==> src/rtl/core/svt_pkg.sv <==
// Shared constants and types of the sorted value table.
`timescale 1ns / 1ps
`default_nettype none

package svt_pkg;

    localparam int DEPTH    = 16;
    localparam int VALUE_W  = 32;
    localparam int OP_W     = 2;
    localparam int STATUS_W = 2;
    localparam int ECOUNT_W = 5;
    localparam int COUNT_W  = $clog2(DEPTH + 1);
    localparam int IDX_W    = $clog2(DEPTH);

    localparam logic [OP_W-1:0] OP_INSERT = 2'd0;
    localparam logic [OP_W-1:0] OP_DELETE = 2'd1;
    localparam logic [OP_W-1:0] OP_DUMP   = 2'd2;

    localparam logic [STATUS_W-1:0] STATUS_OK      = 2'd0;
    localparam logic [STATUS_W-1:0] STATUS_EMPTY   = 2'd1;
    localparam logic [STATUS_W-1:0] STATUS_MISSING = 2'd2;
    localparam logic [STATUS_W-1:0] STATUS_FULL    = 2'd3;

    typedef logic signed [VALUE_W-1:0] value_t;

    typedef enum logic [1:0] {
        CELL_HOLD   = 2'd0,
        CELL_INSERT = 2'd1,
        CELL_DELETE = 2'd2,
        CELL_ROTATE = 2'd3
    } cell_cmd_t;

    typedef struct packed {
        logic gt;
        logic ge;
        logic eq;
    } cell_flags_t;

endpackage

`default_nettype wire

==> src/rtl/core/sorted_value_table_top.sv <==
// Top level of the sorted value table: cell chain, operation control and result register.
`timescale 1ns / 1ps
`default_nettype none

// The table keeps up to DEPTH signed values in ascending order in a chain of cells.
// Insert, delete and an unused operation code each give one result beat; the
// whole chain compares the value in parallel and shifts as the item is accepted.
// A dump of N stored entries gives N beats, one per cycle while the output is not
// stalled, by rotating the chain through its head cell; a dump of an empty table
// gives one beat. Results sit in an output register, so a new item is accepted in
// the cycle in which the final beat of the previous item is taken.
module sorted_value_table_top
    import svt_pkg::*;
(
    input  wire logic                clk,
    input  wire logic                rst_n,
    input  wire logic                in_valid,
    output logic                     in_ready,
    input  wire logic [OP_W-1:0]     op,
    input  wire value_t              value,
    output logic                     out_valid,
    input  wire logic                out_ready,
    output logic [STATUS_W-1:0]      status,
    output value_t                   entry_value,
    output logic [ECOUNT_W-1:0]      entry_count,
    output logic                     last
);

    typedef enum logic [1:0] {
        ST_IDLE = 2'b01,
        ST_DUMP = 2'b10
    } state_t;

    state_t                state_reg, state_next;
    logic [COUNT_W-1:0]    count_reg, count_next;
    logic [IDX_W-1:0]      idx_reg, idx_next;
    logic                  out_valid_reg, out_valid_next;
    logic [STATUS_W-1:0]   status_reg, status_next;
    value_t                entry_value_reg, entry_value_next;
    logic [COUNT_W-1:0]    entry_count_reg, entry_count_next;
    logic                  last_reg, last_next;

    cell_cmd_t             cmd;
    value_t                cell_value [DEPTH];
    cell_flags_t           cell_flags [DEPTH];
    logic [DEPTH-1:0]      occ;
    logic [DEPTH-1:0]      eq_vec;
    logic                  found;
    logic                  out_free;
    logic                  fire_in;

    assign out_free = !out_valid_reg || out_ready;
    assign in_ready = (state_reg == ST_IDLE) && out_free;
    assign fire_in  = in_valid && in_ready;
    assign found    = |eq_vec;

    genvar g;
    generate
        for (g = 0; g < DEPTH; g++)
        begin : g_cell
            logic   prv_shift;
            value_t prv_value;
            logic   nxt_occupied;
            value_t nxt_value;

            assign occ[g]    = (COUNT_W'(g) < count_reg);
            assign eq_vec[g] = cell_flags[g].eq;

            if (g == 0)
            begin : g_first
                assign prv_shift = 1'b0;
                assign prv_value = cell_value[0];
            end
            else
            begin : g_mid
                assign prv_shift = cell_flags[g-1].gt;
                assign prv_value = cell_value[g-1];
            end

            if (g == DEPTH - 1)
            begin : g_last
                assign nxt_occupied = 1'b0;
                assign nxt_value    = cell_value[g];
            end
            else
            begin : g_inner
                assign nxt_occupied = occ[g+1];
                assign nxt_value    = cell_value[g+1];
            end

            svt_cell u_cell (
                .clk          (clk),
                .cmd          (cmd),
                .key          (value),
                .occupied     (occ[g]),
                .prv_shift    (prv_shift),
                .prv_value    (prv_value),
                .nxt_occupied (nxt_occupied),
                .nxt_value    (nxt_value),
                .head_value   (cell_value[0]),
                .value        (cell_value[g]),
                .flags        (cell_flags[g])
            );
        end
    endgenerate

    always_comb
    begin
        state_next       = state_reg;
        count_next       = count_reg;
        idx_next         = idx_reg;
        cmd              = CELL_HOLD;
        out_valid_next   = out_valid_reg && !out_ready;
        status_next      = status_reg;
        entry_value_next = entry_value_reg;
        entry_count_next = entry_count_reg;
        last_next        = last_reg;

        case (state_reg)
            ST_IDLE:
            begin
                if (fire_in)
                begin
                    out_valid_next   = 1'b1;
                    status_next      = STATUS_OK;
                    entry_value_next = '0;
                    last_next        = 1'b1;
                    case (op)
                        OP_INSERT:
                        begin
                            if (count_reg == COUNT_W'(DEPTH))
                            begin
                                status_next = STATUS_FULL;
                            end
                            else
                            begin
                                cmd        = CELL_INSERT;
                                count_next = count_reg + 1'b1;
                            end
                        end
                        OP_DELETE:
                        begin
                            if (count_reg == '0)
                            begin
                                status_next = STATUS_EMPTY;
                            end
                            else if (!found)
                            begin
                                status_next = STATUS_MISSING;
                            end
                            else
                            begin
                                cmd        = CELL_DELETE;
                                count_next = count_reg - 1'b1;
                            end
                        end
                        OP_DUMP:
                        begin
                            if (count_reg == '0)
                            begin
                                status_next = STATUS_EMPTY;
                            end
                            else
                            begin
                                cmd              = CELL_ROTATE;
                                entry_value_next = cell_value[0];
                                if (count_reg != COUNT_W'(1))
                                begin
                                    last_next  = 1'b0;
                                    idx_next   = IDX_W'(1);
                                    state_next = ST_DUMP;
                                end
                            end
                        end
                        default:
                        begin
                            status_next = STATUS_OK;
                        end
                    endcase
                    entry_count_next = count_next;
                end
            end
            ST_DUMP:
            begin
                if (out_free)
                begin
                    cmd              = CELL_ROTATE;
                    out_valid_next   = 1'b1;
                    status_next      = STATUS_OK;
                    entry_value_next = cell_value[0];
                    entry_count_next = count_reg;
                    last_next        = (COUNT_W'(idx_reg) == count_reg - 1'b1);
                    idx_next         = idx_reg + 1'b1;
                    if (last_next)
                    begin
                        state_next = ST_IDLE;
                    end
                end
            end
            default:
            begin
                state_next = ST_IDLE;
            end
        endcase
    end

    always_ff @(posedge clk or negedge rst_n)
    begin
        if (!rst_n)
        begin
            state_reg     <= ST_IDLE;
            count_reg     <= '0;
            idx_reg       <= '0;
            out_valid_reg <= 1'b0;
        end
        else
        begin
            state_reg     <= state_next;
            count_reg     <= count_next;
            idx_reg       <= idx_next;
            out_valid_reg <= out_valid_next;
        end
    end

    always_ff @(posedge clk)
    begin
        status_reg      <= status_next;
        entry_value_reg <= entry_value_next;
        entry_count_reg <= entry_count_next;
        last_reg        <= last_next;
    end

    assign out_valid   = out_valid_reg;
    assign status      = status_reg;
    assign entry_value = entry_value_reg;
    assign entry_count = ECOUNT_W'(entry_count_reg);
    assign last        = last_reg;

endmodule

`default_nettype wire

==> src/rtl/core/svt_cell.sv <==
// One storage cell of the sorted chain: holds a value and shifts with its neighbors.
`timescale 1ns / 1ps
`default_nettype none

module svt_cell
    import svt_pkg::*;
(
    input  wire logic        clk,
    input  wire cell_cmd_t   cmd,
    input  wire value_t      key,
    input  wire logic        occupied,
    input  wire logic        prv_shift,
    input  wire value_t      prv_value,
    input  wire logic        nxt_occupied,
    input  wire value_t      nxt_value,
    input  wire value_t      head_value,
    output value_t           value,
    output cell_flags_t      flags
);

    value_t value_reg;
    value_t value_next;

    assign value    = value_reg;
    assign flags.gt = occupied && (value_reg > key);
    assign flags.ge = occupied && (value_reg >= key);
    assign flags.eq = occupied && (value_reg == key);

    always_comb
    begin
        value_next = value_reg;
        case (cmd)
            CELL_INSERT:
            begin
                if (prv_shift)
                begin
                    value_next = prv_value;
                end
                else if (!occupied || flags.gt)
                begin
                    value_next = key;
                end
            end
            CELL_DELETE:
            begin
                if (flags.ge)
                begin
                    value_next = nxt_value;
                end
            end
            CELL_ROTATE:
            begin
                if (occupied)
                begin
                    value_next = nxt_occupied ? nxt_value : head_value;
                end
            end
            default:
            begin
                value_next = value_reg;
            end
        endcase
    end

    always_ff @(posedge clk)
    begin
        value_reg <= value_next;
    end

endmodule

`default_nettype wire

==> config.mk <==
export PLATFORM = sky130hd
export DESIGN_NAME = sorted_value_table_top
export DESIGN_NICKNAME = d
export VERILOG_FILES = /design/src/rtl/core/svt_pkg.sv /design/src/rtl/core/sorted_value_table_top.sv /design/src/rtl/core/svt_cell.sv
export SDC_FILE = /design/constraint.sdc
export NUM_CORES = 2
export LEC_CHECK = 0
export ABC_AREA = 1
export BUFFER_PORTS_ARGS = -buffer_cell sky130_fd_sc_hd__clkbuf_2
export CAP_MARGIN = 0
export CELL_PAD_IN_SITES_DETAIL_PLACEMENT = 1
export CELL_PAD_IN_SITES_GLOBAL_PLACEMENT = 2
export CORE_MARGIN = 3
export CORE_UTILIZATION = 38
export CTS_CLUSTER_DIAMETER = 50
export CTS_CLUSTER_SIZE = 12
export DETAILED_ROUTE_END_ITERATION = 16
export PLACE_DENSITY_LB_ADDON = 0.1
export SLEW_MARGIN = 20
export SYNTH_ARGS = -nofsm -noshare
export SYNTH_HDL_FRONTEND = slang
export SYNTH_SLANG_ARGS = --single-unit
==> constraint.sdc <==
create_clock -name clk -period 5.6 [get_ports clk]
set_input_delay 0 -clock clk [delete_from_list [all_inputs] [get_ports clk]]
set_output_delay 0 -clock clk [all_outputs]
set_load 0.005 [all_outputs]
==> Word-level counts from Yosys, hierarchy flattened <==
Index checks and enable logic that the tools add are counted.
{ "classes": {"add_sub_neg": 3, "multipliers": 0, "div": 0, "magnitude_cmp": 47, "n_eq_ne": 79, "n_shift": 0, "n_mux": 143, "bitwise_logic": 0, "n_reduce_logical": 111} }
{ "op_table": {"columns": ["op", "count"], "rows": [
  ["two-way mux 32 bit", 81],
  ["one-hot mux 32 bit (3 select lines)", 15],
  ["equality test 32 bit", 16],
  ["greater-than comparator 32 bit", 16],
  ["greater-or-equal comparator 32 bit", 15],
  ["one-hot mux 32 bit (2 select lines)", 2],
  ["AND reduction 4 bit", 14],
  ["logical AND 1 bit", 50],
  ["inequality test 3 x 2 -> 1 bit (second input constant)", 15],
  ["less-than comparator 4 x 5 -> 1 bit (first input constant)", 8],
  ["inequality test 2 x 1 -> 1 bit (second input constant)", 19],
  ["inequality test 2 bit (second input constant)", 19],
  ["two-way mux 2 bit", 16],
  ["two-way mux 5 bit", 5],
  ["less-than comparator 3 x 5 -> 1 bit (first input constant)", 4],
  ["two-way mux 4 bit", 5],
  ["one-hot mux 5 bit (2 select lines)", 2],
  ["logical NOT 1 bit", 18],
  ["logical OR 1 bit", 17],
  ["OR reduction 16 bit", 1],
  ["one-hot mux 2 bit (2 select lines)", 3],
  ["one-hot mux 2 bit (3 select lines)", 2],
  ["AND reduction 6 bit", 2],
  ["less-than comparator 1 x 5 -> 1 bit (first input constant)", 2],
  ["19 further kinds", 36]
]} }
{ "totals": {"regBits": 564, "latchBits": 0, "ram_bits": 0, "mem_bits_ro": 0, "in_bits": 38, "out_inout_bits": 42, "n_memories": 0} }

==> Longest topological paths before layout <==
{ "depth": {"ltp_word": 11, "mapped_depth": 25, "depth_no_buf": 23} }

==> By module <==
From an unflattened synthesis, not the netlist that was laid out.
{ "hier_totals": {"hier_cells": 6547, "area_unflattened_um2": 49726.4} }
{ "modules_own_cells": {"columns": ["mod", "instances", "cells_each", "area_each_um2", "seq_area_each_um2"], "rows": [
  ["svt_cell (g_cell[0].u_cell ...)", 13, 387, 2929.1, 960.9],
  ["svt_cell (g_cell[13].u_cell)", 1, 389, 2929.1, 960.9],
  ["svt_cell (g_cell[9].u_cell)", 1, 389, 2926.6, 960.9],
  ["svt_cell (g_cell[8].u_cell)", 1, 388, 2922.8, 960.9],
  ["sorted_value_table_top", 1, 350, 2870.3, 1502.7]
]} }

==> Worst setup path before layout <==
OpenSTA, ideal clock, no wires.
{ "synth_path": {"kind": "input -> register", "startpoint": "input port value[30]", "endpoint": "register g_cell[6].u_cell.value_reg[0] (enable)", "t_arrival_ns": 4.589, "required_ns": 5.168, "path_slack_ns": 0.579, "path_stages": 22, "n_path_buf": 4, "path_cell_list": "inv_1 clkbuf_1 ha_1 nand2_1 nor2_1 nand2_1 nor2_1 nand3_1 nand2_1 nor2_1 nand2_1 nor2_2 nor2_2 o21ai_1 a21oi_1 ha_1 clkbuf_1 clkbuf_1 buf_1 nand3_1 nand2_1 a21oi_1"} }
{ "synth_via": {"elab_chain_cells": 11, "elab_cells_between_ends": 53, "classes_between": "order compare (3); eq/ne (22); mux (5); reduce/logical (23)"} }
{ "synth_lines": {"columns": ["item", "line_no", "text"], "rows": [
  ["start, declared", "sorted_value_table_top.sv:20", "input wire value_t value,"],
  ["equality test 32 bit", "svt_cell.sv:27", "assign flags.eq = occupied && (value_reg == key);"],
  ["logical AND 1 bit", "svt_cell.sv:27", null],
  ["OR reduction 16 bit", "sorted_value_table_top.sv:55", "assign found = |eq_vec;"],
  ["two-way mux 2 bit", "sorted_value_table_top.sv:147", "else if (!found)"],
  ["two-way mux 2 bit", "sorted_value_table_top.sv:143", "if (count_reg == '0)"],
  ["one-hot mux 2 bit (3 select lines)", "sorted_value_table_top.sv:128", "case (op)"],
  ["two-way mux 2 bit", "sorted_value_table_top.sv:122", "if (fire_in)"],
  ["one-hot mux 2 bit (2 select lines)", "sorted_value_table_top.sv:119", "case (state_reg)"],
  ["equality test 2 x 1 -> 1 bit / equality test 2 bit (equally long branches)", "svt_cell.sv:32", "case (cmd)"],
  ["inequality test 3 x 2 -> 1 bit (no line), or another cell as far along", null, null],
  ["AND reduction 4 bit (no line) *", null, null],
  ["end signal, assigned", "svt_cell.sv:67", "value_reg <= value_next;"],
  ["end, declared", "svt_cell.sv:21", "value_t value_reg;"]
]} }
Every way passes the cells marked *; elsewhere a longest branch is shown, timed or not.
A chain may end at the register's enable or synchronous reset.

==> Worst setup path in the final report <==
{ "layout_path": {"startpoint": "register g_cell[2].u_cell.value_reg[7]", "endpoint": "register g_cell[4].u_cell.value_reg[6] (enable)"} }
{ "layout_via": {"elab_chain_cells": 11, "elab_cells_between_ends": 16, "classes_between": "eq/ne (7); mux (5); reduce/logical (4)"} }
{ "layout_lines": {"columns": ["item", "line_no"], "rows": [
  ["start, declared", "svt_cell.sv:21"],
  ["start signal, assigned", "svt_cell.sv:67"],
  ["equality test 32 bit *", "svt_cell.sv:27"],
  ["logical AND 1 bit *", "svt_cell.sv:27"],
  ["OR reduction 16 bit *", "sorted_value_table_top.sv:55"],
  ["two-way mux 2 bit *", "sorted_value_table_top.sv:147"],
  ["two-way mux 2 bit *", "sorted_value_table_top.sv:143"],
  ["one-hot mux 2 bit (3 select lines) *", "sorted_value_table_top.sv:128"],
  ["two-way mux 2 bit *", "sorted_value_table_top.sv:122"],
  ["one-hot mux 2 bit (2 select lines) *", "sorted_value_table_top.sv:119"],
  ["equality test 2 x 1 -> 1 bit / equality test 2 bit (equally long branches)", "svt_cell.sv:32"],
  ["inequality test 3 x 2 -> 1 bit (no line), or another cell as far along", null],
  ["AND reduction 4 bit (no line) *", null],
  ["end signal, assigned", "svt_cell.sv:67"],
  ["end, declared", "svt_cell.sv:21"]
]} }
Marked as above.

==> run_results.csv <==
group,metric,value,unit
finish,area_growth,15.4,%
global_routing,use_met2,0.590,
global_routing,antenna_found_initial,4,
clock_network,cts_buffers,118,
logic_synthesis,yosysTopAreaCellShare,0.328,
floorplan,coreArea,0.132,mm2
timing,final-setup-viol-count,0,
floorplan,io_pins,80,
logic_synthesis,netlist_instances,7132,
logic_synthesis,syn_area_per_cell,7.10,um2
power,p_leak,0.0267,uW
logic_synthesis,synth-seq-cells,564,
logic_synthesis,synth_area,0.0506,mm2
global_routing,met1_usage,0.461,
placed_design,portBuffers,79,
critical_path,r2r_start,"g_cell[2].u_cell.value[7]$_DFFE_PP_",
logic_synthesis,async_flop_share,0.0213,
finish,finish.utilization,0.443,
global_routing,grt_busiest_layer,"met2",
route,wl_per_cell,27.9,um
logic_synthesis,synth_edf_count,552,
clock_network,clock_latency,0.75,ns
placed_design,hpwl,185000,um
placed_design,pre_cts_ws,0.375,ns
critical_path,r2r_slack,0.28,ns
finish,layout-drive-gt1-share,0.0844,
power,peakVddDrop,0.310,mV
power,p_sw,17600,uW
clock_network,cts_root_buf,"clkbuf_16",
placed_design,gp_congestion,0.913,
logic_synthesis,synth_top_area_cell,"edfxtp_1",
floorplan,dieArea,0.138,mm2
logic_synthesis,synthTopCellsByArea,"edfxtp_1, nand2_1, ha_1",
timing,setup_tns,0,ns
route,drtAntennaViolNets,0,
floorplan,initial_core_util,0.384,
route,drt-total-wl,252000,um
critical_path,start_kind,"flop",
critical_path,r2r_cells,21,
placed_design,placedCellCount,8770,
hold_path,min_to,"g_cell[3].u_cell.value[3]$_DFFE_PP_",
power,pwr_density_cell,602,mW/mm2
finish,final_net_count,7740,
job,maxCapViolCount,0,
timing,drv_slew,0,
global_routing,grt_pass1_wl,366000,um
clock_network,postCtsSetupBuffers,0,
critical_path,critPathSlowestCell,"nand3_1",
clock_network,cts_max_level,3,
timing,fin_crit,5.32,ns
critical_path,end_kind,"flop",
logic_synthesis,syn-num-nets,7694,
route,dr.pass1.iters,5,
floorplan,die_height,371,um
global_routing,grt_max_degree,159,
global_routing,grt_use_total,0.358,
critical_path,path_cells,"ha_1 -> nand2_1 -> nor2_1 -> nand2_1 -> nor2_1 -> nand3_1 -> nand2_1 -> nor2_1 -> nand2_1 -> nor2_2 -> nor2_2 -> o21ai_1 -> a21oi_1 -> inv_1 -> ha_1 -> nand2_1 -> inv_1 -> a21oi_1 -> o21ai_0 -> nor2_4 -> buf_12",
clock_network,clock_path_buffers,3,
clock_network,clkTransAtPathRegs,0.05,ns
floorplan,fp-row-count,133,
floorplan,die_w,371,um
timing,tightestPinTransition,1.14,ns
logic_synthesis,synth_flop_cell,"edfxtp_1",
finish,largest_reg_flops,512,
critical_path,cp_data_required_time,6.01,ns
route,drc_errors,0,
route,drtIter0Drc,4577,
timing,hold_viol,0,
timing,finalWorstSetupSlack,0.277,ns
route,routed_via_density,6.01,
finish,mostFrequentLayoutCells,"nand2_1, nor2_1, inv_1",
finish,mostFrequentLayoutCell,"nand2_1",
clock_network,cts.sinks,564,
global_routing,gr-total-overflow,0,
logic_synthesis,synth.yosys.seq_area_share,0.334,
critical_path,cpMostUsedCell,"nand2_1",
critical_path,cpPeakStageDelay,0.49,ns
timing,fin_skew,0.0397,ns
hold_path,hp-class,"in -> reg",
hold_path,min_from,"value[3]",
outcome,status,"complete, no violations",
power,clock_power_share,0.208,
finish,stdcell_count,9032,
timing,fin_crit_sh,0.951,
power,pwr-share-comb,0.520,
clock_network,cts_tree,"yes",
global_routing,grt_pass1_vias,55000,
critical_path,r2r-end,"g_cell[4].u_cell.value[6]$_DFFE_PP_",
route,via_count,54300,
global_routing,grt_util_met3,0.0382,
timing,max_slew_margin,0.235,
timing,max_freq,188,MHz
critical_path,crit_fanout,32,
power,seqPwrFrac,0.273,
critical_path,crit_type,"reg -> reg",
logic_synthesis,yosysWarnings,0,
logic_synthesis,synth_cell_types,47,
timing,rsz0062_at_grt,"no",
power,switching_share,0.501,
critical_path,cp.arrival,5.74,ns
hold_path,min_path_cells,6,
power,p_int,17600,uW
==> per-stage QoR <==
step                      area (um2)  power (uW)  hold slack (ns)
after CTS                      58300       34900           0.0233
after global routing           58400       37300            0.105
after global placement         54000       26800          -0.0641
after floorplan                50600       19600           -0.296
after detailed placement       54000       27400          -0.0579
final                          58400       35200           0.0823
==> worst max-delay path by stage <==
| stage | slack (ns) | to | cells past startpoint | start |
|---|---|---|---|---|
| 3_5_place_dp | 0.38 | g_cell[5].u_cell.value[31]$_DFFE_PP_ | 20 | count_reg[0]$_DFFE_PN0P_ |
| 5_1_grt | 0.007 | g_cell[5].u_cell.value[31]$_DFFE_PP_ | 23 | g_cell[2].u_cell.value[7]$_DFFE_PP_ |
| 4_1_cts | 0.34 | g_cell[5].u_cell.value[31]$_DFFE_PP_ | 20 | count_reg[0]$_DFFE_PN0P_ |
| 6_report | 0.28 | g_cell[4].u_cell.value[6]$_DFFE_PP_ | 21 | g_cell[2].u_cell.value[7]$_DFFE_PP_ |
| 2_1_floorplan | 0.58 | g_cell[6].u_cell.value[0]$_DFFE_PP_ | 22 | value[30] |
| 3_3_place_gp | 0.48 | g_cell[1].u_cell.value[4]$_DFFE_PP_ | 15 | count_reg[0]$_DFFE_PN0P_ |
==> cell type report <==
| type | count | area [um2] |
|---|---|---|
| fillers | 16500 | 73400 |
| flip-flops and latches | 564 | 16900 |
| diodes | 2 | 5.00 |
| well taps | 1755 | 2200 |
| clock buffers | 135 | 3060 |
| multi-input cells | 5422 | 29500 |
| inverters | 709 | 2670 |
| repair buffers | 363 | 3210 |
| clock inverters | 82 | 891 |
==> metal layers <==
metal | share of wire | vias to the layer above | routed length, um
met5 | 0.000052 | - | 13
met4 | 0.059 | 2 | 14700
met3 | 0.061 | 594 | 15300
met2 | 0.46 | 2148 | 116000
met1 | 0.42 | 27000 | 105000
li1 | - | 24600 | -
==> power groups by stage <==
stage          Combinational, uW  Sequential (uW)  Clock [uW]
2_1_floorplan              10400             9140           0
3_3_place_gp               17300             9570           0
3_5_place_dp               17800             9600           0
4_1_cts                    17900             9560        7380
5_1_grt                    19900             9820        7580
6_report                   18300             9580        7310
==> critical path: cells and delay by family, from the launching register on <==
kind                     cells  cell delay (ns)
AND/OR/NAND/NOR             12             2.38
adder cells (fa/ha/maj)      2             0.62
flip-flops                   1             0.40
buffers and inverters        3             0.59
AO/OA/AOI/OAI                4             0.97
==> cells in the mapped netlist, types with 2 or more instances <==
library cell and count:
nand3b_1 7, o21ai_0 297, o21bai_1 25, a31oi_1 4
buf_1 39, nand2_4 2, o31ai_1 33, a2111oi_0 27
nand4_1 287, buf_2 71, edfxtp_1 552, a2bb2oi_1 2
inv_2 22, inv_1 679, a22oi_1 115, nor2_2 9
nand2_2 8, a32oi_1 15, ha_1 524, nor2_1 736
o21ai_1 8, a21oi_1 460, nor3_1 32, o32ai_1 30
nand3_2 3, o21a_1 14, a21o_1 2, buf_6 2
a211oi_1 83, xor2_1 6, o22ai_1 112, dfrtp_1 11
clkinv_1 8, o211ai_1 30, a21oi_2 2, buf_4 2
nand3_1 388, clkbuf_1 322, nand2_1 2099, xnor2_1 2
or2_2 35, nor2_4 3, o31a_1 20
==> cells by family after synthesis <==
| group | Yosys count | share of synthesized area |
|---|---|---|
| adders and majority gates | 524 | 0.130 |
| buffers and inverters | 1146 | 0.0872 |
| and+or+nand+nor | 3610 | 0.297 |
| DFF | 564 | 0.334 |
| xor gates and xnor gates | 8 | 0.00138 |
| AOI/OAI and AO/OA | 1280 | 0.152 |
==> what timing repair did <==
action,4_1_cts,5_1_grt
hold buffers,41,0
endpoints found under the hold margin,248,0
resized for setup,0,1
setup endpoints to repair,0,1
Note: power is estimated with default switching activity, not from simulation.
